## config.mk

```make
export PLATFORM = sky130hd
export DESIGN_NAME = frf_queue
export DESIGN_NICKNAME = d
export VERILOG_FILES = /design/src/frf_queue.sv
export SDC_FILE = /design/constraint.sdc
export NUM_CORES = 1
export LEC_CHECK = 0
export ABC_AREA = 1
export BUFFER_PORTS_ARGS = -buffer_cell sky130_fd_sc_hd__buf_2
export CAP_MARGIN = 15
export CORE_MARGIN = 2
export CORE_UTILIZATION = 50
export CTS_BUF_LIST = sky130_fd_sc_hd__clkbuf_8
export DETAILED_ROUTE_END_ITERATION = 10
export HOLD_SLACK_MARGIN = 0.1
export PLACE_DENSITY = 0.74
export SLEW_MARGIN = 25
export SYNTH_ARGS = -nofsm -noshare
export SYNTH_HDL_FRONTEND = slang
export SYNTH_SLANG_ARGS = --single-unit
```

## constraint.sdc

```tcl
create_clock -name i_clk -period 1.51 [get_ports i_clk]
set_input_delay 0.302 -clock i_clk [delete_from_list [all_inputs] [get_ports i_clk]]
set_output_delay 0.302 -clock i_clk [all_outputs]
set_load 0.01 [all_outputs]
```

## src/frf_queue.sv

```systemverilog
// frf_queue: small flop based fifo between the classifier and the group tracker
// depends on nothing
`timescale 1ns / 1ps
`default_nettype none

module frf_queue #(
    parameter int WIDTH = 8,
    parameter int DEPTH = 4
) (
    input  wire logic             i_clk,
    input  wire logic             i_rst_n,
    input  wire logic             i_push,
    input  wire logic [WIDTH-1:0] i_data,
    input  wire logic             i_pop,
    output      logic             o_full,
    output      logic             o_valid,
    output      logic [WIDTH-1:0] o_data
);

    localparam int PW = (DEPTH > 1) ? $clog2(DEPTH) : 1;
    localparam int NW = $clog2(DEPTH + 1);

    logic [WIDTH-1:0] r_slot [DEPTH];
    logic [PW-1:0]    r_wr_ptr, r_rd_ptr;
    logic [NW-1:0]    r_count;

    function automatic logic [PW-1:0] ptr_inc(input logic [PW-1:0] p);
        ptr_inc = (p == PW'(DEPTH - 1)) ? '0 : p + PW'(1);
    endfunction

    always_ff @(posedge i_clk) begin
        if (i_push) begin
            r_slot[r_wr_ptr] <= i_data;
        end
    end

    always_ff @(posedge i_clk) begin
        if (!i_rst_n) begin
            r_wr_ptr <= '0;
            r_rd_ptr <= '0;
            r_count  <= '0;
        end else begin
            if (i_push) begin
                r_wr_ptr <= ptr_inc(r_wr_ptr);
            end
            if (i_pop) begin
                r_rd_ptr <= ptr_inc(r_rd_ptr);
            end
            if (i_push && !i_pop) begin
                r_count <= r_count + NW'(1);
            end else if (i_pop && !i_push) begin
                r_count <= r_count - NW'(1);
            end
        end
    end

    assign o_full  = (r_count == NW'(DEPTH));
    assign o_valid = (r_count != '0);
    assign o_data  = r_slot[r_rd_ptr];

`ifndef SYNTHESIS
    a_no_overflow: assert property (@(posedge i_clk) disable iff (!i_rst_n)
        !(i_push && o_full))
        else $error("queue push while full");

    a_no_underflow: assert property (@(posedge i_clk) disable iff (!i_rst_n)
        i_pop |-> (r_count != '0))
        else $error("queue pop while empty");
`endif

endmodule

`default_nettype wire

```

# Yosys cells after proc, flatten, opt, wreduce, memory -nomap -nowiden
# Memories as Yosys holds them, arrays and structs flattened. A register that Yosys moved wholly into a read port is not among the register bits.
# Index checks and enable logic that the tools add are counted.
[totals] mem_count=1 out_inout_bits=10 elab_cells=25 ff_bits=7 mem_bits_rw=32
[classes] n_reduce_logical=6 add_sub_neg=4 mux=8 n_eq_ne=3
[mem_list] memory="r_slot" depth=4 width=8 rd=1 rd_clocked_by_memory_dff=1 wr=1 line_no="23" source="logic [WIDTH-1:0] r_slot [DEPTH];"
[ops] operator="2-bit 2-to-1 mux" n=4
[ops] operator="3-bit 2-to-1 mux" n=2
[ops] operator="2-bit by 1-bit adder with 2-bit output, second input constant" n=2
[ops] operator="2-bit equality test, second input constant" n=2
[ops] operator="3-bit by 1-bit adder with 3-bit output, second input constant" n=1
[ops] operator="3-bit equality test, second input constant" n=1
[ops] operator="3-bit nonzero test" n=1
[ops] operator="3-bit by 1-bit subtractor with 3-bit output, second input constant" n=1
[ops] operator="1-bit logical AND" n=2
[ops] operator="1-bit zero test" n=2
[ops] operator="1-bit 2-to-1 mux" n=2
[ops] operator="2-bit nonzero test" n=1

# Depth between registers and ports, before layout
# Gate-level depths: netlist (run 1).
[depth] ltp_word=4 ltp_mapped=10

# Least setup slack after synthesis (run 1)
# No wires, ideal clock.
[synth_timing] path_kind="input to register" from="input port i_pop" to="register r_count[2]" t_arrival_ns=1.243 cell_stages=10 n_path_buf=0 path_slack_ns=0.157 required_time_ns=1.400 path_cell_list="inv_1 -> ha_1 -> inv_1 -> fa_1 -> inv_1 -> nand2_1 -> nand3_1 -> nand2_1 -> inv_1 -> nor2_1"
[synth_via] elab_chain_cells=3
[synth_lines] item="start, declared" line_no="14" source="input wire logic i_pop,"
[synth_lines] item="1-bit zero test" line_no="49" source="if (i_push && !i_pop) begin"
[synth_lines] item="1-bit logical AND" line_no="49"
[synth_lines] item="3-bit 2-to-1 mux or 2-bit nonzero test (tied branches)"
[synth_lines] item="end signal, assigned" line_no="50" source="r_count <= r_count + NW'(1);"
[synth_lines] item="end signal, assigned" line_no="52" source="r_count <= r_count - NW'(1);"
[synth_lines] item="end, declared" line_no="25" source="logic [NW-1:0] r_count;"
# Parallel ways exist; a longest one is shown, timed or not.
# A chain may end at the register's enable or synchronous reset.

==> results of run 1 <==
## how the worst max path moves through the flow
| stage | start | to | slack, ns | depth (start not counted) |
|---|---|---|---|---|
| 2_1_floorplan | i_pop | r_count[2] | 0.16 | 10 |
| 3_3_place_gp | i_pop | r_count[2] | 0.06 | 11 |
| 3_5_place_dp | i_pop | r_count[2] | 0.004 | 11 |
| 4_1_cts | flip-flop | o_data[4] | 0.002 | 4 |
| 5_1_grt | flip-flop | o_data[7] | -0.04 | 4 |
| 6_report | flip-flop | o_data[0] | 0.01 | 4 |
## per-layer routing
layer | GRT usage, % | vias up
met4 | 8.21 | 0
met3 | 6.93 | 4
met2 | 28.1 | 20
met5 | 0 | -
li1 | - | 539
met1 | 21.9 | 511
## critical path, delay by kind of cell (launching register included)
| family | cells | cell delay (ns) |
|---|---|---|
| buf+inv | 2 | 0.30 |
| flops | 1 | 0.41 |
| compound gates | 2 | 0.20 |
## power groups by stage
stage | sequential (mW) | clock (mW) | combinational (mW)
after global routing | 1.33 | 0.901 | 0.370
final | 1.32 | 0.828 | 0.332
after CTS | 1.32 | 0.843 | 0.308
after global placement | 1.34 | 0 | 0.284
after detailed placement | 1.34 | 0 | 0.297
after floorplan | 1.33 | 0 | 0.185
## stage by stage
stage	util, %	hold slack (ns)
after global routing	65.6	0.210
after CTS	63.5	0.217
after detailed placement	59.0	0.516
after global placement	59.0	0.500
after floorplan	-	0.401
final	65.6	0.226
## Yosys cell counts
cell / n
dfxtp_1: 9
fa_1: 1
ha_1: 6
nand3_1: 1
a21oi_1: 3
inv_2: 1
buf_6: 2
o21ai_2: 2
nor2_2: 2
xor2_1: 1
nand2_1: 9
o21ai_1: 2
edfxtp_1: 32
nand4_1: 1
inv_1: 15
nor2_1: 23
o21ai_0: 15
o22ai_1: 8
nor3_1: 3
## cell families after synthesis
family | share of synthesized area [%]
XOR/XNOR | 0.530
adder cells (fa/ha/maj) | 5.75
AO/OA/AOI/OAI | 10.1
buffers and inverters | 4.99
AND/OR/NAND/NOR | 9.61
flip-flops | 69.0
## area by class of cell
class                           instances  area, sq um  area share, %
Multi-Input combinational cell         77          483           23.7
Tap cell                               44         55.1           2.70
Inverter                               16         70.1           3.44
Clock buffer                            5         68.8           3.38
Timing Repair Buffer                   28          173           8.48
Clock inverter                          3         37.5           1.84
Sequential cell                        41         1150           56.4
## sequential cells by signal, indices dropped and copies added, names as in the netlist, named ones only
| signal | flops |
|---|---|
| r_count | 3 |
| r_wr_ptr | 2 |
| r_slot | 32 |
| r_rd_ptr | 2 |
## repair_timing
| item | CTS | global route |
|---|---|---|
| setup endpoints to repair | 8 | 7 |
| setup buffers | 0 | 2 |
| gates resized for setup | 16 | 17 |
| pin swaps | 6 | 11 |
==> results.py, run 1 <==
metrics = {
    "power": {
        "clkPwrFrac_pct": 33.4,
        "power_leakage_nw": 0.829,
        "peakVddDrop_v": 0.000690,
        "power.density_nw_per_um2": 1220,
        "pwr-share-comb_pct": 13.4,
        "finalPower_mw": 2.48,
        "switching_power_uw": 580,
        "sw_frac_of_total_pct": 23.4,
        "p_int_mw": 1.90,
        "seq_power_share_pct": 53.2,
    },
    "timing": {
        "period_minus_slack_ns": 1.50,
        "skew_ns": 0.00460,
        "finalCritPeriodShare_pct": 99.3,
        "slew_headroom_pct": 74.1,
        "timing.fmax_ghz": 0.667,
        "slew_violations": 0,
        "worst_slack_ns": 0.0112,
        "tns_ns": 0,
        "hold_viol_final": 0,
        "finalSetupViolations": 0,
        "rsz0062_at_grt": "yes",
        "max_slew.worst_pin.slew_ns": 0.389,
    },
    "setup_path": {
        "worst_setup_path_start_kind": "flip-flop",
        "ff2ff_setup_slack_ns": 0.22,
        "path_max_fanout": 6,
        "max_stage_delay_ns": 0.41,
        "slowest_stage": "dfxtp_4",
        "worstPathArrival_ns": 1.20,
        "required_ns": 1.21,
        "reg2reg_from": "r_wr_ptr[0]",
        "r2r-end": "r_slot[3][5]",
        "critPathCaptureType": "output pin",
        "worstSetupPathType": "flip-flop to output pin",
        "r2r.worst_path.cells": 3,
        "cp_cell_sequence": "buf_6 -> o21ai_4 -> o22ai_2 -> buf_2",
    },
    "route": {
        "via_per_inst": 5.02,
        "ant_nets": 0,
        "highest_layer": "met4",
        "met3_length_um": 114,
        "wire_per_inst_um": 13.8,
        "met2_length_um": 1500,
        "dr.pass1.iters": 4,
        "drc_errors": 0,
        "routed_wl_um": 2960,
        "first_iter_violations": 51,
        "drt-met1-wl_um": 1300,
        "num_vias": 1074,
    },
    "floorplanning": {
        "dieWidth_um": 61.5,
        "die_y_um": 61.5,
        "fp-row-count": 20,
        "die_area_sq_um": 3780,
        "ioPinCount": 22,
        "coreArea_sq_um": 3100,
        "start_util_pct": 53.3,
    },
    "synthesis": {
        "syn-num-nets": 155,
        "synth-seq-cells": 41,
        "yosys-top-cells-area": "edfxtp_1 (58%), dfxtp_1 (11%), nor2_1 (5.2%)",
        "synth_cell_types": 19,
        "seq_area_frac_synth_pct": 69.0,
        "syn_area_sq_um": 1650,
        "ys_warn_count": 0,
        "avgSynthCellArea_sq_um": 12.2,
        "syn-instance-count": 136,
        "synth_top_area_share_pct": 58.1,
        "yosys.area.top_type": "edfxtp_1",
    },
    "status": {
        "outcome": "complete, no violations",
    },
    "global_routing": {
        "grt_max_degree": 17,
        "grt-ovfl-total": 0,
        "grt_pass1_wl_um": 4510,
        "antenna_found_initial": 0,
        "first_global_vias": 977,
        "track_usage_pct": 17.9,
    },
    "worst_hold_path": {
        "hold_class": "input port to flip-flop",
        "min-delay-start": "i_data[3]",
        "whs_endpoint": "r_slot[1][3]",
        "whs_path_depth": 1,
    },
    "finish": {
        "fin_area_sq_um": 2040,
        "drive_above_1_share_pct": 30.6,
        "n_antenna_cell": 0,
        "nets": 188,
        "final_common_cell": "edfxtp_1",
        "fin_cells": 214,
        "final_cell_mix": "edfxtp_1 (32), nor2_1 (23), buf_2 (21), inv_1 (15), nand2_1 (9)",
        "areaGrowthSynthToFinish_pct": 23.1,
        "nFillCells": 241,
    },
    "run": {
        "cap_violations": 0,
    },
    "cts": {
        "cts_tree": "built",
        "cts.htree.levels": 2,
        "cts_inserted_buffers": 5,
        "clk_pin_slew_ns": 0.07,
        "clock_latency_ns": 0.29,
        "root_buffer": "clkbuf_8",
        "clkSinkCount": 41,
        "cts-hold-fix-buffers": 0,
        "cts_buffer_depth": 2,
    },
    "place": {
        "placed_cells": 204,
        "io_buffers": 21,
        "post_dp_cell_area_sq_um": 1830,
        "place_hpwl_um": 2020,
        "pre_cts_ws_ns": 0.00407,
        "gp_congestion": 0.723,
    },
}
Note: power is estimated with default switching activity, not from simulation.
==> run 2: changes to the inputs <==
--- a/config.mk
+++ b/config.mk
@@ -5,7 +5,6 @@
 export SDC_FILE = /design/constraint.sdc
 export NUM_CORES = 1
 export LEC_CHECK = 0
-export ABC_AREA = 1
 export BUFFER_PORTS_ARGS = -buffer_cell sky130_fd_sc_hd__buf_2
 export CAP_MARGIN = 15
 export CORE_MARGIN = 2
==> constraint.sdc (replaced) <==
create_clock -name i_clk -period 1.51 [get_ports i_clk]
set_input_delay 0.302 -clock i_clk [delete_from_list [all_inputs] [get_ports i_clk]]
set_output_delay 0.302 -clock i_clk [all_outputs]
set_load 0.005 [all_outputs]
==> run 2 against run 1 <==
Net effect: the run now ends with negative setup slack left; utilization shrank 1.3 points; power shrank 7.6%; synthesized cell count fell by 37%; worst hold slack gained 0.0089 ns; global-route usage down 2.0 points; critical endpoint is now o_data[7]; largest power group unchanged.
==> results.py, run 2 <==
metrics = {
    "synthesis": {
        "synthArstFlopShare_pct": 0,
        "synth_cell_types": 20,
        "synth_edf_count": 32,
        "synth-seq-cells": 41,
        "syn-instance-count": 86,
        "yosys-top-cells-area": "edfxtp_1 (59%), dfxtp_1 (11%), mux4_2 (11%)",
        "seq_area_frac_synth_pct": 70.6,
        "ys_warn_count": 0,
        "yosysMostFrequentCell": "edfxtp_1",
        "syn-num-nets": 105,
        "syn_area_sq_um": 1620,
        "yosys.area.top_type": "edfxtp_1",
        "synth_top_area_share_pct": 59.4,
        "avgSynthCellArea_sq_um": 18.8,
        "ys.flop_type": "edfxtp_1",
        "synthTopCellsByCount": "edfxtp_1 (32), dfxtp_1 (9), mux4_2 (8)",
    },
    "finish": {
        "n_antenna_cell": 0,
        "reg_top3": "r_slot: 32 flops, r_count: 3 flops",
        "nets": 142,
        "drive_above_1_share_pct": 41.9,
        "final_common_cell": "edfxtp_1",
        "final_cell_mix": "edfxtp_1 (32), buf_2 (20), buf_4 (9), mux4_2 (8), dfxtp_1 (7)",
        "areaGrowthSynthToFinish_pct": 21.5,
        "largest_register_ffs": 32,
        "fin_util_pct": 64.3,
        "largest-register": "r_slot",
    },
    "cts": {
        "cts-hold-fix-buffers": 0,
        "post_cts_buffers": 0,
        "cts_buffer_depth": 2,
        "cts_tree": "built",
        "clkSinkCount": 41,
        "clock_latency_ns": 0.28,
        "cts.htree.levels": 2,
        "clk_pin_slew_ns": 0.07,
        "root_buffer": "clkbuf_8",
        "cts_inserted_buffers": 5,
    },
    "place": {
        "place_hpwl_um": 1750,
        "gp_congestion": 0.668,
        "pre_cts_ws_ns": -0.220,
        "io_buffers": 21,
    },
    "setup_path": {
        "worst_setup_path_start_kind": "flip-flop",
        "ff2ff_setup_slack_ns": 0.07,
        "worstSetupPathType": "flip-flop to output pin",
        "path_max_fanout": 5,
        "worstPathArrival_ns": 1.40,
        "critPathCaptureType": "output pin",
        "required_ns": 1.21,
        "r2r-end": "r_count[2]",
        "reg2reg_from": "r_count[0]",
        "r2r.worst_path.cells": 4,
    },
    "power": {
        "power_leakage_nw": 0.747,
        "finalPower_mw": 2.29,
        "power.density_nw_per_um2": 1170,
        "peakVddDrop_v": 0.000771,
    },
    "worst_hold_path": {
        "whs_endpoint": "r_slot[1][2]",
        "hold_class": "input port to flip-flop",
        "whs_path_depth": 1,
        "min-delay-start": "i_data[2]",
    },
    "floorplanning": {
        "die_y_um": 60.9,
        "fp-row-count": 20,
        "dieWidth_um": 60.9,
        "coreArea_sq_um": 3050,
        "ioPinCount": 22,
        "start_util_pct": 53.0,
        "die_area_sq_um": 3700,
    },
    "timing": {
        "finalCritPeriodShare_pct": 113,
        "slew_headroom_pct": 87.4,
        "tns_ns": -1.38,
        "slew_violations": 0,
        "whs_ns": 0.235,
        "max_slew.worst_pin.slew_ns": 0.187,
        "timing.fmax_ghz": 0.587,
        "rsz0062_at_grt": "yes",
        "finalSetupViolations": 8,
        "hold_viol_final": 0,
        "worst_slack_ns": -0.192,
        "skew_ns": 0.00394,
        "period_minus_slack_ns": 1.70,
    },
    "run": {
        "cap_violations": 0,
    },
    "global_routing": {
        "track_usage_pct": 15.9,
        "grt_pass1_wl_um": 3920,
        "grt-ovfl-total": 0,
        "grt_max_degree": 13,
        "antenna_found_initial": 0,
        "first_global_vias": 879,
    },
    "route": {
        "via_per_inst": 4.98,
        "num_vias": 837,
        "dr.pass1.iters": 4,
        "ant_nets": 0,
        "wire_per_inst_um": 14.3,
        "first_iter_violations": 10,
        "drc_errors": 0,
        "routed_wl_um": 2400,
    },
    "status": {
        "violations": "negative setup slack",
        "outcome": "finished, violations left",
    },
}
run 2: cell types whose count changed in the layout (fill, tap and decap cells not counted), moves of 6 or more:
cell,change
mux4_2,+8
buf_4,+6
o21ai_2,-8
nor2_1,-22
nand2_1,-9
inv_1,-11
run 2: per-stage QoR:
stage          instances  cell area, sq um
2_1_floorplan         86              1630
4_1_cts              168              1960
3_5_place_dp         160              1860
6_report             168              1960
3_3_place_gp         160              1860
5_1_grt              168              1960
run 2: power by group:
part	internal (mW)	total [mW]	leakage (nW)	switching, mW
clock	0.359	0.683	0.0538	0.324
sequential	1.28	1.32	0.369	0.0332
combinational	0.166	0.292	0.325	0.127
total	1.81	2.29	0.747	0.484
run 2: repair_timing:
item,CTS,global route
setup endpoints to repair,8,9
resized for setup,3,2
endpoints found under the hold margin,0,0
run 2: cell type report:
type / count / area, sq um
Timing Repair Buffer: 32 / 201
Sequential cell: 41 / 1140
Fill cell: 235 / 1090
Clock buffer: 6 / 82.6
Tap cell: 44 / 55.1
Clock inverter: 2 / 7.51
Inverter: 4 / 15.0
Multi-Input combinational cell: 39 / 459
run 2: worst max path at each step:
stage,endpoint,depth (start not counted)
final,o_data[7],3
after global routing,o_data[7],3
after CTS,o_data[3],3
after detailed placement,r_count[2],8
after global placement,r_count[2],8
after floorplan,r_count[2],7
run 2: cell families after synthesis:
family / after synthesis / share of synthesized area, %
simple gates: 15 / 5.65
fa+ha+maj: 7 / 5.88
compound gates: 3 / 1.24
mux: 12 / 13.6
xor+xnor: 2 / 1.08
flops: 41 / 70.6
buf+inv: 6 / 1.93
run 2: critical path: stages, from the launching register on:
cell	delay [ns]
dfxtp_2	0.34
buf_6	0.14
mux4_2	0.51
buf_6	0.13
run 2: per-layer routing:
metal | GRT usage, % | share of wire, %
met1 | 18.4 | 43
met3 | 6.40 | 3.5
met4 | 6.52 | 0.71
met5 | 0 | 0
met2 | 26.4 | 53
