## config.mk

```make
export PLATFORM = sky130hd
export DESIGN_NAME = frf_front
export DESIGN_NICKNAME = d
export VERILOG_FILES = /design/src/frf_pkg.sv /design/src/frf_front.sv
export SDC_FILE = /design/constraint.sdc
export NUM_CORES = 1
export LEC_CHECK = 0
export BUFFER_PORTS_ARGS = -buffer_cell sky130_fd_sc_hd__buf_2
export CORE_AREA = 2 2 93 95
export CTS_CLUSTER_SIZE = 30
export DETAILED_ROUTE_END_ITERATION = 16
export DIE_AREA = 0 0 95 97
export PLACE_DENSITY = 0.61
export SYNTH_ARGS = -nofsm -noshare
export SYNTH_HDL_FRONTEND = slang
export SYNTH_SLANG_ARGS = --single-unit
```

## constraint.sdc

```tcl
create_clock -name i_clk -period 8.05 [get_ports i_clk]
set_clock_uncertainty 0.05 [all_clocks]
set_input_delay 0.4025 -clock i_clk [delete_from_list [all_inputs] [get_ports i_clk]]
set_output_delay 0.4025 -clock i_clk [all_outputs]
set_load 0.03 [all_outputs]
```

## src/frf_pkg.sv

```systemverilog
// frf_pkg: shared types and constants for the farmland rectangle finder
// depends on nothing; imported by the top level, frf_front and frf_back
`timescale 1ns / 1ps
`default_nettype none

package frf_pkg;

    localparam int COORD_W    = 9;
    localparam int START_W    = 2 * COORD_W;
    localparam int CFG_IDX_W  = 1;
    localparam int CFG_DATA_W = 10;
    localparam int QUEUE_DEPTH = 4;

    localparam logic [CFG_IDX_W-1:0]  CFG_FRAME_WIDTH  = 1'd0;
    localparam logic [CFG_IDX_W-1:0]  CFG_FRAME_HEIGHT = 1'd1;
    localparam logic [CFG_DATA_W-1:0] DIM_RESET        = 10'd512;

    // per-pixel classification handed from front to back
    typedef struct packed {
        logic               pixel;
        logic               has_above;   // row above exists
        logic               ar_ok;       // column to the right is inside the row
        logic               left_ok;     // pixel to the left is in this row
        logic               last_row;
        logic               last_col;
        logic [COORD_W-1:0] row;
        logic [COORD_W-1:0] col;
    } t_pix_info;

    typedef struct packed {
        logic [COORD_W-1:0] top_row;
        logic [COORD_W-1:0] left_col;
        logic [COORD_W-1:0] bottom_row;
        logic [COORD_W-1:0] right_col;
    } t_result;

endpackage

`default_nettype wire

```

## src/frf_front.sv

```systemverilog
// frf_front: configuration registers, raster position tracking and pixel classification
// depends on frf_pkg
`timescale 1ns / 1ps
`default_nettype none

module frf_front
    import frf_pkg::*;
#(
    parameter int MAX_WIDTH  = 512,
    parameter int MAX_HEIGHT = 512
) (
    input  wire logic                                              i_clk,
    input  wire logic                                              i_rst_n,
    input  wire logic                                              i_cfg_valid,
    input  wire logic [CFG_IDX_W-1:0]                              i_cfg_index,
    input  wire logic [CFG_DATA_W-1:0]                             i_cfg_data,
    input  wire logic                                              i_in_valid,
    input  wire logic                                              i_full,
    input  wire logic                                              i_pixel,
    input  wire logic                                              i_frame_start,
    output      logic                                              o_push,
    output      logic [((MAX_WIDTH > 1) ? $clog2(MAX_WIDTH) : 1)-1:0] o_addr,
    output      t_pix_info                                         o_info
);

    localparam int CW = (MAX_WIDTH > 1) ? $clog2(MAX_WIDTH) : 1;
    localparam int RW = (MAX_HEIGHT > 1) ? $clog2(MAX_HEIGHT) : 1;
    localparam int DW0 = ($clog2(MAX_WIDTH + 1) > $clog2(MAX_HEIGHT + 1)) ?
                         $clog2(MAX_WIDTH + 1) : $clog2(MAX_HEIGHT + 1);
    localparam int DW = (DW0 > CFG_DATA_W) ? DW0 : CFG_DATA_W;

    logic [CFG_DATA_W-1:0] r_frame_width, r_frame_height;
    logic [CW-1:0]         r_col;
    logic [RW-1:0]         r_row;

    logic [DW-1:0] ew, eh, fw_ext, fh_ext;
    logic [DW-1:0] col_s, row_s, col_inc, row_inc, col_n, row_n;

    always_ff @(posedge i_clk) begin
        if (!i_rst_n) begin
            r_frame_width  <= DIM_RESET;
            r_frame_height <= DIM_RESET;
        end else if (i_cfg_valid) begin
            unique case (i_cfg_index)
                CFG_FRAME_WIDTH:  r_frame_width  <= i_cfg_data;
                CFG_FRAME_HEIGHT: r_frame_height <= i_cfg_data;
                default: ;
            endcase
        end
    end

    assign fw_ext = DW'(r_frame_width);
    assign fh_ext = DW'(r_frame_height);

    // zero counts as one, anything above the maximum counts as the maximum
    assign ew = (fw_ext == '0) ? DW'(1) :
                (fw_ext > DW'(MAX_WIDTH)) ? DW'(MAX_WIDTH) : fw_ext;
    assign eh = (fh_ext == '0) ? DW'(1) :
                (fh_ext > DW'(MAX_HEIGHT)) ? DW'(MAX_HEIGHT) : fh_ext;

    always_comb begin
        col_s = i_frame_start ? '0 : DW'(r_col);
        row_s = i_frame_start ? '0 : DW'(r_row);
        // position left beyond a narrowed row or a shortened frame
        if (col_s >= ew) begin
            col_s = '0;
            row_s = row_s + DW'(1);
        end
        if (row_s >= eh) begin
            row_s = '0;
        end
        col_inc = col_s + DW'(1);
        row_inc = row_s + DW'(1);
        col_n   = col_inc;
        row_n   = row_s;
        if (col_inc >= ew) begin
            col_n = '0;
            row_n = (row_inc >= eh) ? '0 : row_inc;
        end
    end

    assign o_push = i_in_valid && !i_full;
    assign o_addr = CW'(col_s);

    always_comb begin
        o_info.pixel     = i_pixel;
        o_info.has_above = (row_s != '0);
        o_info.ar_ok     = (col_inc < ew);
        o_info.left_ok   = (col_s != '0);
        o_info.last_row  = (row_inc == eh);
        o_info.last_col  = (col_inc == ew);
        o_info.row       = COORD_W'(row_s);
        o_info.col       = COORD_W'(col_s);
    end

    always_ff @(posedge i_clk) begin
        if (!i_rst_n) begin
            r_col <= '0;
            r_row <= '0;
        end else if (o_push) begin
            r_col <= CW'(col_n);
            r_row <= RW'(row_n);
        end
    end

endmodule

`default_nettype wire

```

# Yosys cells after proc, flatten, opt, wreduce, memory -nomap -nowiden
# Index checks and enable logic that the tools add are counted.
[totals]
latchBits = 0
romBits = 0
memories = 0
register_bits = 38
output_inout_bits = 34
ram_bits = 0
[op_classes]
magnitude_cmp = 7
n_eq_ne = 2
bitwise = 1
multipliers = 0
div_mod_pow = 0
shifts = 0
reduce_logical = 8
addsub = 3
n_mux = 12
[ops]
columns = ["op", "count"]
rows = [
  ["$mux 10", 6],
  ["$mux 9", 6],
  ["$ge 10x10->1", 3],
  ["$add 9x1->10 const B", 2],
  ["$eq 10x10->1", 2],
  ["$gt 10x10->1 const B", 2],
  ["$logic_not 10->1", 2],
  ["$reduce_bool 10->1", 2],
  ["$add 10x1->10 const B", 1],
  ["$ge 9x10->1", 1],
  ["$lt 10x10->1", 1],
  ["$reduce_and 2->1", 2],
  ["$logic_and 1x1->1", 1],
  ["$logic_not 1->1", 1],
  ["$not 1->1", 1],
]

# Longest topological paths before layout
# Gate-level depths: netlist of run 1.
[depth]
ltp_word = 11
ltp_mapped = 34
ltp_nobuf = 31

# Worst setup path after synthesis of run 1
# Ideal clock, no wire load.
[synth_path]
path_kind = "input port to flip-flop"
from = "input i_frame_start"
to = "register r_row[7]"
arrival_time_ns = 7.626
slack_ns = 0.254
cell_stages = 32
cell_sequence = "buf_6 -> clkbuf_1 -> clkbuf_1 -> nand2b_1 -> inv_1 -> ha_1 -> nand4_4 -> o31a_4 -> a21oi_1 -> mux2i_1 -> inv_1 -> ha_1 -> o21a_1 -> a21oi_1 -> o21ai_0 -> a21o_1 -> clkbuf_1 -> nor2_1 -> ha_1 -> nand2_1 -> mux2_2 -> or3_4 -> xor2_1 -> inv_1 -> ha_1 -> nand4_1 -> nor3_1 -> a311o_1 -> nor3_2 -> and3_1 -> nand4_1 -> nand3_1"
[synth_rtl]
columns = ["element", "line", "rtl"]
rows = [
  ["start, declared", "frf_front.sv:20", "input wire logic i_frame_start,"],
  ["end signal, assigned", "frf_front.sv:102", "r_row <= RW'(row_n);"],
  ["end, declared", "frf_front.sv:34", "logic [RW-1:0] r_row;"],
]

# Final worst setup path of run 1
[layout_path]
from = "register r_frame_width[9], in the netlist fw_ext[9]"
to = "register r_row[6]"
[layout_between]
elab_chain_cells = 11
word_cells_on_any_way = 15
classes_between = "add/sub (2); order compare (5); mux (7); reduce/logical (1)"
[layout_lines]
columns = ["element", "line", "rtl"]
rows = [
  ["start, declared", "frf_front.sv:32", "logic [CFG_DATA_W-1:0] r_frame_width, r_frame_height;"],
  ["start signal, assigned", "frf_front.sv:45", "CFG_FRAME_WIDTH: r_frame_width <= i_cfg_data;"],
  ["$gt 10x10->1", "frf_front.sv:57", "(fw_ext > DW'(MAX_WIDTH)) ? DW'(MAX_WIDTH) : fw_ext;"],
  ["$mux 10", "frf_front.sv:57", ""],
  ["$mux 10 (*)", "frf_front.sv:56", "assign ew = (fw_ext == '0) ? DW'(1) :"],
  ["$ge 9x10->1", "frf_front.sv:65", "if (col_s >= ew) begin"],
  ["$mux 10", "frf_front.sv:65", ""],
  ["$ge 10x10->1", "frf_front.sv:69", "if (row_s >= eh) begin"],
  ["$mux 10", "frf_front.sv:69", ""],
  ["$add 10x1->10", "frf_front.sv:73", "row_inc = row_s + DW'(1);"],
  ["$ge 10x10->1", "frf_front.sv:78", "row_n = (row_inc >= eh) ? '0 : row_inc;"],
  ["$mux 9", "frf_front.sv:78", ""],
  ["$mux 9 (*)", "frf_front.sv:76", "if (col_inc >= ew) begin"],
]
# Every way passes the cells marked *; elsewhere a longest branch is shown, timed or not.
# A chain may end at the register's enable or synchronous reset.

==> results of run 1 <==
## report_power, final
group | switching, mW | total [mW] | internal [mW]
clock | 0.0780 | 0.147 | 0.0690
sequential | 0.00566 | 0.200 | 0.194
combinational | 0.0640 | 0.0987 | 0.0347
total | 0.148 | 0.446 | 0.298
## flip-flops by register name, summed over array words and instances, names as in the netlist
name	flops
fw_ext	10
r_row	9
fh_ext	10
r_col	9
## worst max-delay path, delay by kind of cell, from the launching register on
family          cells  cell delay (ns)
compound gates     13             2.62
xor+xnor            1             0.13
fa+ha+maj           4             1.10
buf+inv             2             0.50
flops               1             0.40
mux                 3             0.92
simple gates        6             1.59
## cell type report
cell class / count / area share [%]
flip-flops and latches: 38 / 19.1
repair buffers: 55 / 7.29
well taps: 105 / 3.30
clock buffers: 6 / 2.07
multi-input cells: 382 / 65.2
clock inverters: 2 / 0.314
inverters: 29 / 2.73
## cells in the final DEF, fill, tap and decap left out, types with 4 or more instances in the layout
cell type   n
nand2_1    82
buf_2      49
ha_1       44
a21oi_1    40
dfxtp_1    38
nor2_1     32
inv_1      25
nand3_1    15
nor2b_1    14
xnor2_1    12
nand4_1    11
nor3_1     11
nand2b_1   10
a22oi_1    10
a21o_1      9
o21ai_0     7
and2_1      6
xor2_1      6
clkbuf_8    6
buf_4       6
mux2_2      5
nor4_1      5
clkinv_1    4
mux2i_1     4
## worst paths after layout
check,slack (ns),depth (start not counted),from,endpoint
hold / removal,0.29,3,i_cfg_data[7],fw_ext[7]$_SDFFE_PN0P_
setup reg to reg,0.67,29,fw_ext[9]$_SDFFE_PN1P_,r_row[6]$_SDFFE_PN0P_
hold reg to reg,0.41,2,fh_ext[0]$_SDFFE_PN0P_,fh_ext[0]$_SDFFE_PN0P_
setup / recovery,0.67,29,fw_ext[9]$_SDFFE_PN1P_,r_row[6]$_SDFFE_PN0P_
## cell families (layout without fill, tap and decap cells)
logic type      count (synthesis)  count (layout)  synth area share [%]
compound gates                101             101                  19.3
xor+xnor                       18              18                  4.34
buf+inv                        59              92                  7.76
flops                          38              38                  21.0
mux                            10              10                  3.07
fa+ha+maj                      44              44                  15.2
simple gates                  209             209                  29.4
## what timing repair did
item | CTS | global route
endpoints found under the setup margin | 0 | 2
buffers inserted | 0 | 0
hold buffers | 0 | 0
gates resized for setup | 0 | 1
## layer usage
metal | wire, µm | global-route usage, % | vias up | share of wire, %
li1 | - | - | 1752 | -
met1 | 4800 | 33.1 | 1685 | 47
met2 | 4550 | 34.9 | 124 | 45
met3 | 671 | 4.13 | 16 | 6.6
met4 | 138 | 6.35 | 0 | 1.4
met5 | 0 | 0 | - | 0
## metrics by stage
step	utilization (%)	cells
4_1_cts	48.9	617
6_report	49.0	617
5_1_grt	49.0	617
3_3_place_gp	47.8	609
2_1_floorplan	-	479
3_5_place_dp	47.8	609
==> impl_metrics.csv, run 1 <==
group,metric,value,unit
global_route,grt_max_degree,36,
global_route,grt_pass1_vias,3447,
worst_setup_path,slowest_delay,0.40,ns
worst_setup_path,worstSetupPathType,"register to register",
power,powerDensity,112,nW/µm²
floorplanning,dieArea,9220,µm²
finish,num-fill-cells,821,
logic_synthesis,synthArstFlopShare,0,%
worst_setup_path,startpoint_type,"register",
finish,finalInstanceArea,3980,µm²
worst_setup_path,cp_max_fo,12,
sta,drv_slew,0,
finish,multi_input_area,2600,µm²
outcome,status,"finished, final reports clean",
global_route,antenna_found_initial,0,
floorplanning,fp.dieH,97,µm
power,total_power,0.446,mW
floorplanning,core,8130,µm²
detailed_routing,routedWlPerCell,16.5,µm
detailed_routing,drtIter0Drc,227,
logic_synthesis,ys_seq_area_share,21.0,%
finish,regArea,761,µm²
logic_synthesis,postSynthAreaPerCell,7.58,µm²
worst_hold_path,hp-class,"input port to register",
logic_synthesis,synth.area.top_cells,"dfxtp_1, ha_1, nand2_1",
worst_setup_path,critical_path_required,8.24,ns
sta,maxSlewHeadroom,55.0,%
logic_synthesis,synthesis.nets,541,
place,gp_congestion,0.890,
finish,area_growth,9.72,%
worst_setup_path,crit_arrival,7.58,ns
sta,fin_crit,7.38,ns
place,pre_cts_ws,0.470,ns
sta,whs,0.293,ns
clocking,cts_sinks,38,
flow_run,cap_violations,0,
clocking,cts_buffers,5,
place,port_buffers,49,
global_route,grt-ovfl-total,0,
logic_synthesis,yosysMostFrequentCell,"nand2_1",
floorplanning,die_w,95,µm
detailed_routing,routed_wl,10200,µm
clocking,cts_tree,"built",
logic_synthesis,synth.cell_area,3630,µm²
detailed_routing,viasPerCell,5.80,
logic_synthesis,yosys.area.top_type_share,21.0,%
place,dpl_cell_area,3880,µm²
finish,diodes,0,
floorplanning,rows,33,
sta,fin_crit_sh,91.7,%
sta,hold_violations,0,
sta,tightest_slew,0.669,ns
sta,setup_slack,0.665,ns
place,place.detailed.hpwl,7890,µm
worst_setup_path,cp_slowest_cell,"dfxtp_1",
global_route,grt_pass1_wl,16900,µm
clocking,max-clock-path-buffers,2,
logic_synthesis,yosys-top-cells-count,"nand2_1, ha_1, a21oi_1",
power,leakage,1.85,nW
detailed_routing,drtPass1Iterations,5,
logic_synthesis,synth_top_flop_cell,"dfxtp_1",
clocking,h-tree-depth,2,
power,peakVddDrop,77.4,µV
logic_synthesis,ys_warn_count,0,
worst_setup_path,cpMostUsedCell,"ha_1",
detailed_routing,drc,0,
clocking,cts.clk_slew.worst_paths,0.08,ns
detailed_routing,vias,3577,
finish,drive_above_1_share,17.4,%
logic_synthesis,synth_seq_cells,38,
sta,setup_violations,0,
logic_synthesis,ys_types,67,
logic_synthesis,synth_area_leader_cell,"dfxtp_1",
floorplanning,ioPinCount,52,
floorplanning,initial_core_util,44.6,%
worst_setup_path,end_kind,"register",
sta,rsz0062_at_grt,"false",
logic_synthesis,synth_edf_count,0,
finish,final_nets,573,
sta,max_freq,0.135,GHz
clocking,clock_latency,0.31,ns
clocking,root_buffer,"clkbuf_8",
global_route,grtUsageTotal,23.0,%
detailed_routing,postRouteAntennaNets,0,
logic_synthesis,synth_cells,479,
sta,setup_tns,0,ns
Note: power is estimated with default switching activity, not from simulation.
==> run 2: changes to the inputs <==
==> constraint.sdc (replaced) <==
create_clock -name i_clk -period 6.9 [get_ports i_clk]
set_clock_uncertainty 0.05 [all_clocks]
set_input_delay 0.345 -clock i_clk [delete_from_list [all_inputs] [get_ports i_clk]]
set_output_delay 0.345 -clock i_clk [all_outputs]
set_load 0.03 [all_outputs]
==> impl_metrics.csv, run 2 (synthesized netlist as in run 1, its figures left out) <==
group,metric,value,unit
outcome,status,"finished, final reports clean",
worst_setup_path,crit_arrival,6.68,ns
global_route,grt_pass1_wl,16900,µm
worst_setup_path,startpoint_type,"register",
place,place.detailed.hpwl,8230,µm
sta,setup_slack,0.366,ns
power,leakage,2.01,nW
place,dp_cells,615,
detailed_routing,viasPerCell,5.80,
clocking,cts_hold_repair.buffers,0,
worst_setup_path,path_buf_inv,3,
detailed_routing,vias,3700,
global_route,grt-ovfl-total,0,
power,peakVddDrop,84.6,µV
clocking,cts.clk_slew.worst_paths,0.08,ns
power,powerDensity,131,nW/µm²
worst_setup_path,worstSetupPathType,"register to register",
finish,area_growth,18.5,%
sta,maxSlewHeadroom,31.0,%
detailed_routing,routedWlPerCell,16.5,µm
sta,hold_violations,0,
detailed_routing,postRouteAntennaNets,0,
sta,fin_crit,6.53,ns
sta,tightest_slew,1.03,ns
place,pre_cts_ws,0.0939,ns
worst_hold_path,hp-class,"input port to register",
finish,diodes,0,
place,port_buffers,49,
detailed_routing,drc,0,
worst_setup_path,slowest_delay,0.45,ns
floorplanning,initial_core_util,44.6,%
sta,setup_violations,0,
detailed_routing,drtIter0Drc,334,
detailed_routing,routed_wl,10500,µm
worst_setup_path,cp_max_fo,7,
global_route,grtUsageTotal,22.9,%
clocking,cts_tree,"built",
clocking,cts_sinks,38,
clocking,h-tree-depth,2,
finish,drive_above_1_share,24.8,%
clocking,cts_buffers,5,
floorplanning,die_w,95,µm
worst_setup_path,reg2reg_slack,0.37,ns
floorplanning,fp.dieH,97,µm
floorplanning,ioPinCount,52,
sta,fin_crit_sh,94.7,%
worst_setup_path,cp_slowest_cell,"nor4b_2",
sta,max_freq,0.153,GHz
sta,drv_slew,0,
global_route,grt_pass1_vias,3410,
global_route,antenna_found_initial,0,
worst_setup_path,critPathTopFamily,"compound AO/OA/AOI/OAI gates",
floorplanning,core,8130,µm²
finish,final_cell_mix,"nand2_1, buf_2, ha_1",
worst_setup_path,end_kind,"register",
worst_setup_path,critical_path_required,7.05,ns
global_route,grt_max_degree,36,
finish,final_cells,638,
floorplanning,dieArea,9220,µm²
clocking,max-clock-path-buffers,2,
flow_run,cap_violations,0,
finish,final_nets,595,
clocking,root_buffer,"clkbuf_8",
floorplanning,rows,33,
place,gp_congestion,0.901,
finish,layout_commonest_cell,"nand2_1",
detailed_routing,drtPass1Iterations,5,
clocking,clock_latency,0.29,ns
run 2: changes by cell type in the layout (fill, tap and decap cells not counted), moves of 4 or more:
cell / before / now
o21ai_1: 0 / 4
buf_4: 6 / 28
o21ai_0: 7 / 3
a21oi_1: 40 / 36
run 2: per-stage QoR:
stage / TNS, ns / utilization (%) / area, µm² / power [mW] / hold WS, ns
2_1_floorplan: 0 / - / 3690 / 0.325 / 0.377
5_1_grt: -0.0490 / 52.9 / 4300 / 0.590 / 0.263
4_1_cts: 0 / 50.4 / 4100 / 0.556 / 0.255
6_report: 0 / 52.9 / 4300 / 0.564 / 0.259
3_3_place_gp: 0 / 49.0 / 3980 / 0.359 / 0.392
3_5_place_dp: 0 / 49.0 / 3980 / 0.360 / 0.399
run 2: worst min-delay path: cells and delay by family:
kind / cells / cell delay [ns]
compound gates: 1 / 0.05
buf+inv: 1 / 0.11
simple gates: 1 / 0.05
run 2: what timing repair did:
action,in CTS,in global routing
endpoints found under the setup margin,0,9
setup buffers,0,16
resized for setup,0,24
run 2: per-layer routing:
| metal | up-vias | wire, µm | GRT usage [%] |
|---|---|---|---|
| li1 | 1801 | - | - |
| met1 | 1747 | 4880 | 33.0 |
| met2 | 138 | 4810 | 35.7 |
| met3 | 14 | 660 | 3.35 |
| met4 | 0 | 164 | 5.35 |
| met5 | - | 0 | 0 |
run 2: where the power goes:
group          switching [mW]  total (mW)  internal [mW]
sequential            0.00645       0.233          0.227
clock                  0.0817       0.197          0.116
combinational          0.0823       0.134         0.0513
total                   0.170       0.564          0.394
run 2: final timing paths:
check | start | end | cells past startpoint
hold reg to reg | fh_ext[0]$_SDFFE_PN0P_ | fh_ext[0]$_SDFFE_PN0P_ | 2
setup / recovery | r_col[0]$_SDFFE_PN0P_ | r_row[6]$_SDFFE_PN0P_ | 27
hold / removal | i_cfg_data[3] | fh_ext[3]$_SDFFE_PN0P_ | 3
setup reg to reg | r_col[0]$_SDFFE_PN0P_ | r_row[6]$_SDFFE_PN0P_ | 27
run 2: area by class of cell:
type | count | area [µm²]
well taps | 105 | 131
clock buffers | 6 | 82.6
flip-flops and latches | 38 | 762
multi-input cells | 382 | 2730
repair buffers | 77 | 455
fillers | 803 | 3830
inverters | 29 | 111
clock inverters | 1 | 30.0
==> run 3: changes to the inputs <==
--- a/config.mk
+++ b/config.mk
@@ -6,11 +6,11 @@
 export NUM_CORES = 1
 export LEC_CHECK = 0
 export BUFFER_PORTS_ARGS = -buffer_cell sky130_fd_sc_hd__buf_2
-export CORE_AREA = 2 2 93 95
+export CORE_AREA = 2 2 81 83
 export CTS_CLUSTER_SIZE = 30
 export DETAILED_ROUTE_END_ITERATION = 16
-export DIE_AREA = 0 0 95 97
-export PLACE_DENSITY = 0.61
+export DIE_AREA = 0 0 83 85
+export PLACE_DENSITY = 0.79
 export SYNTH_ARGS = -nofsm -noshare
 export SYNTH_HDL_FRONTEND = slang
 export SYNTH_SLANG_ARGS = --single-unit
==> constraint.sdc (replaced) <==
create_clock -name i_clk -period 8.2 [get_ports i_clk]
set_clock_uncertainty 0.05 [all_clocks]
set_input_delay 0.41 -clock i_clk [delete_from_list [all_inputs] [get_ports i_clk]]
set_output_delay 0.41 -clock i_clk [all_outputs]
set_load 0.03 [all_outputs]
==> impl_metrics.csv, run 3 (synthesized netlist as in run 1, its figures left out) <==
group,metric,value,unit
outcome,status,"finished, final reports clean",
finish,multi_input_area,2590,µm²
global_route,grt_pass1_wl,16500,µm
sta,fin_crit_sh,91.8,%
worst_setup_path,cp_slowest_cell,"a311o_1",
sta,tightest_slew,1.03,ns
clocking,cts_resized,0,
sta,hold_violations,0,
sta,rsz0062_at_grt,"false",
sta,max_freq,0.133,GHz
global_route,grt_pass1_vias,3329,
clocking,h-tree-depth,2,
worst_setup_path,cp_max_fo,12,
detailed_routing,drtIter0Drc,236,
global_route,grt_use_met3,5.45,%
worst_setup_path,slowest_delay,0.40,ns
global_route,met1_usage,39.6,%
floorplanning,fp.dieH,85,µm
clocking,clock_latency,0.30,ns
finish,diodes,0,
worst_setup_path,critical_path_required,8.35,ns
clocking,cts.clk_slew.worst_paths,0.10,ns
sta,setup_violations,0,
floorplanning,ioPinCount,52,
floorplanning,die_w,83,µm
finish,fin_util,64.1,%
clocking,post_cts_buffers,0,
place,gp_congestion,0.962,
clocking,cts_hold_repair.buffers,0,
sta,maxSlewHeadroom,30.7,%
floorplanning,dieArea,7060,µm²
power,peakVddDrop,115,µV
detailed_routing,vias,3615,
finish,final_cell_mix,"nand2_1, buf_2, ha_1",
global_route,grt-ovfl-total,0,
floorplanning,initial_core_util,58.5,%
place,dpl_cell_area,3840,µm²
place,port_buffers,49,
global_route,top_usage_layer,"met2",
detailed_routing,routedWlPerCell,17.1,µm
detailed_routing,drc,0,
sta,fin_crit,7.53,ns
clocking,max-clock-path-buffers,2,
worst_setup_path,cpMostUsedCell,"ha_1",
worst_setup_path,crit_arrival,7.68,ns
clocking,cts_sinks,38,
worst_setup_path,worstSetupPathType,"register to register",
global_route,met2_usage,46.3,%
finish,num-fill-cells,576,
flow_run,cap_violations,0,
clocking,root_buffer,"clkbuf_8",
detailed_routing,postRouteAntennaNets,0,
detailed_routing,routed_wl,10100,µm
finish,drive_above_1_share,17.0,%
finish,layout_commonest_cell,"nand2_1",
floorplanning,core,6200,µm²
global_route,grtUsageTotal,28.6,%
worst_setup_path,startpoint_type,"register",
power,leakage,1.87,nW
floorplanning,rows,29,
place,place.detailed.hpwl,7930,µm
finish,final_nets,572,
finish,finalInstanceArea,3980,µm²
sta,drv_slew,0,
finish,area_growth,9.65,%
clocking,cts_buffers,5,
detailed_routing,viasPerCell,6.15,
worst_hold_path,hp-class,"input port to register",
global_route,antenna_found_initial,0,
clocking,cts_tree,"built",
finish,regArea,761,µm²
global_route,grt_max_degree,36,
detailed_routing,drtPass1Iterations,5,
power,powerDensity,123,nW/µm²
sta,setup_tns,0,ns
worst_setup_path,end_kind,"register",
power,total_power,0.491,mW
==> run 3: cell count changes in the layout (fill, tap and decap cells not counted), sizes merged <==
cell    previous run  this run
inv               26        25
bufinv             1         2
clkinv             3         5
buf               77        54
clkbuf             6         5
==> run 3: path summary, 6_finish.rpt <==
path / cells past startpoint / end / startpoint / slack (ns)
max: 30 / r_row[6]$_SDFFE_PN0P_ / fw_ext[9]$_SDFFE_PN1P_ / 0.67
min: 3 / fw_ext[9]$_SDFFE_PN1P_ / i_cfg_data[9] / 0.31
max reg2reg: 30 / r_row[6]$_SDFFE_PN0P_ / fw_ext[9]$_SDFFE_PN1P_ / 0.67
min reg2reg: 2 / r_col[0]$_SDFFE_PN0P_ / r_col[0]$_SDFFE_PN0P_ / 0.41
==> run 3: final cells by class <==
| class | count | area share [%] |
|---|---|---|
| timing repair buffer | 54 | 7.10 |
| tap | 77 | 2.42 |
| multi-input combinational | 382 | 65.2 |
| clock inverter | 3 | 1.73 |
| clock buffer | 5 | 1.73 |
| sequential | 38 | 19.1 |
| inverter | 29 | 2.73 |
==> run 3: metal layers <==
metal / wire [µm] / share of wire, %
met1: 4510 / 45
met2: 4620 / 46
met3: 854 / 8.5
met4: 61 / 0.61
met5: 0 / 0
==> run 3: critical path, delay by kind of cell, from the launching register on <==
| kind | cells | cell delay [ns] |
|---|---|---|
| fa+ha+maj | 4 | 1.16 |
| simple gates | 6 | 1.49 |
| flops | 1 | 0.39 |
| compound gates | 13 | 2.54 |
| buf+inv | 3 | 0.57 |
| mux | 3 | 0.93 |
| xor+xnor | 1 | 0.26 |
==> run 3: through the flow <==
step	setup WS [ns]	std cells	hold slack, ns
final	0.670	588	0.308
after global routing	0.184	588	0.313
after CTS	0.779	588	0.304
after detailed placement	0.707	580	0.392
after global placement	0.798	580	0.388
after floorplan	0.397	479	0.377
==> run 3: power by group <==
group / internal (mW) / total, mW / switching [mW]
logic: 0.0338 / 0.0969 / 0.0632
registers: 0.191 / 0.196 / 0.00538
clock network: 0.122 / 0.197 / 0.0753
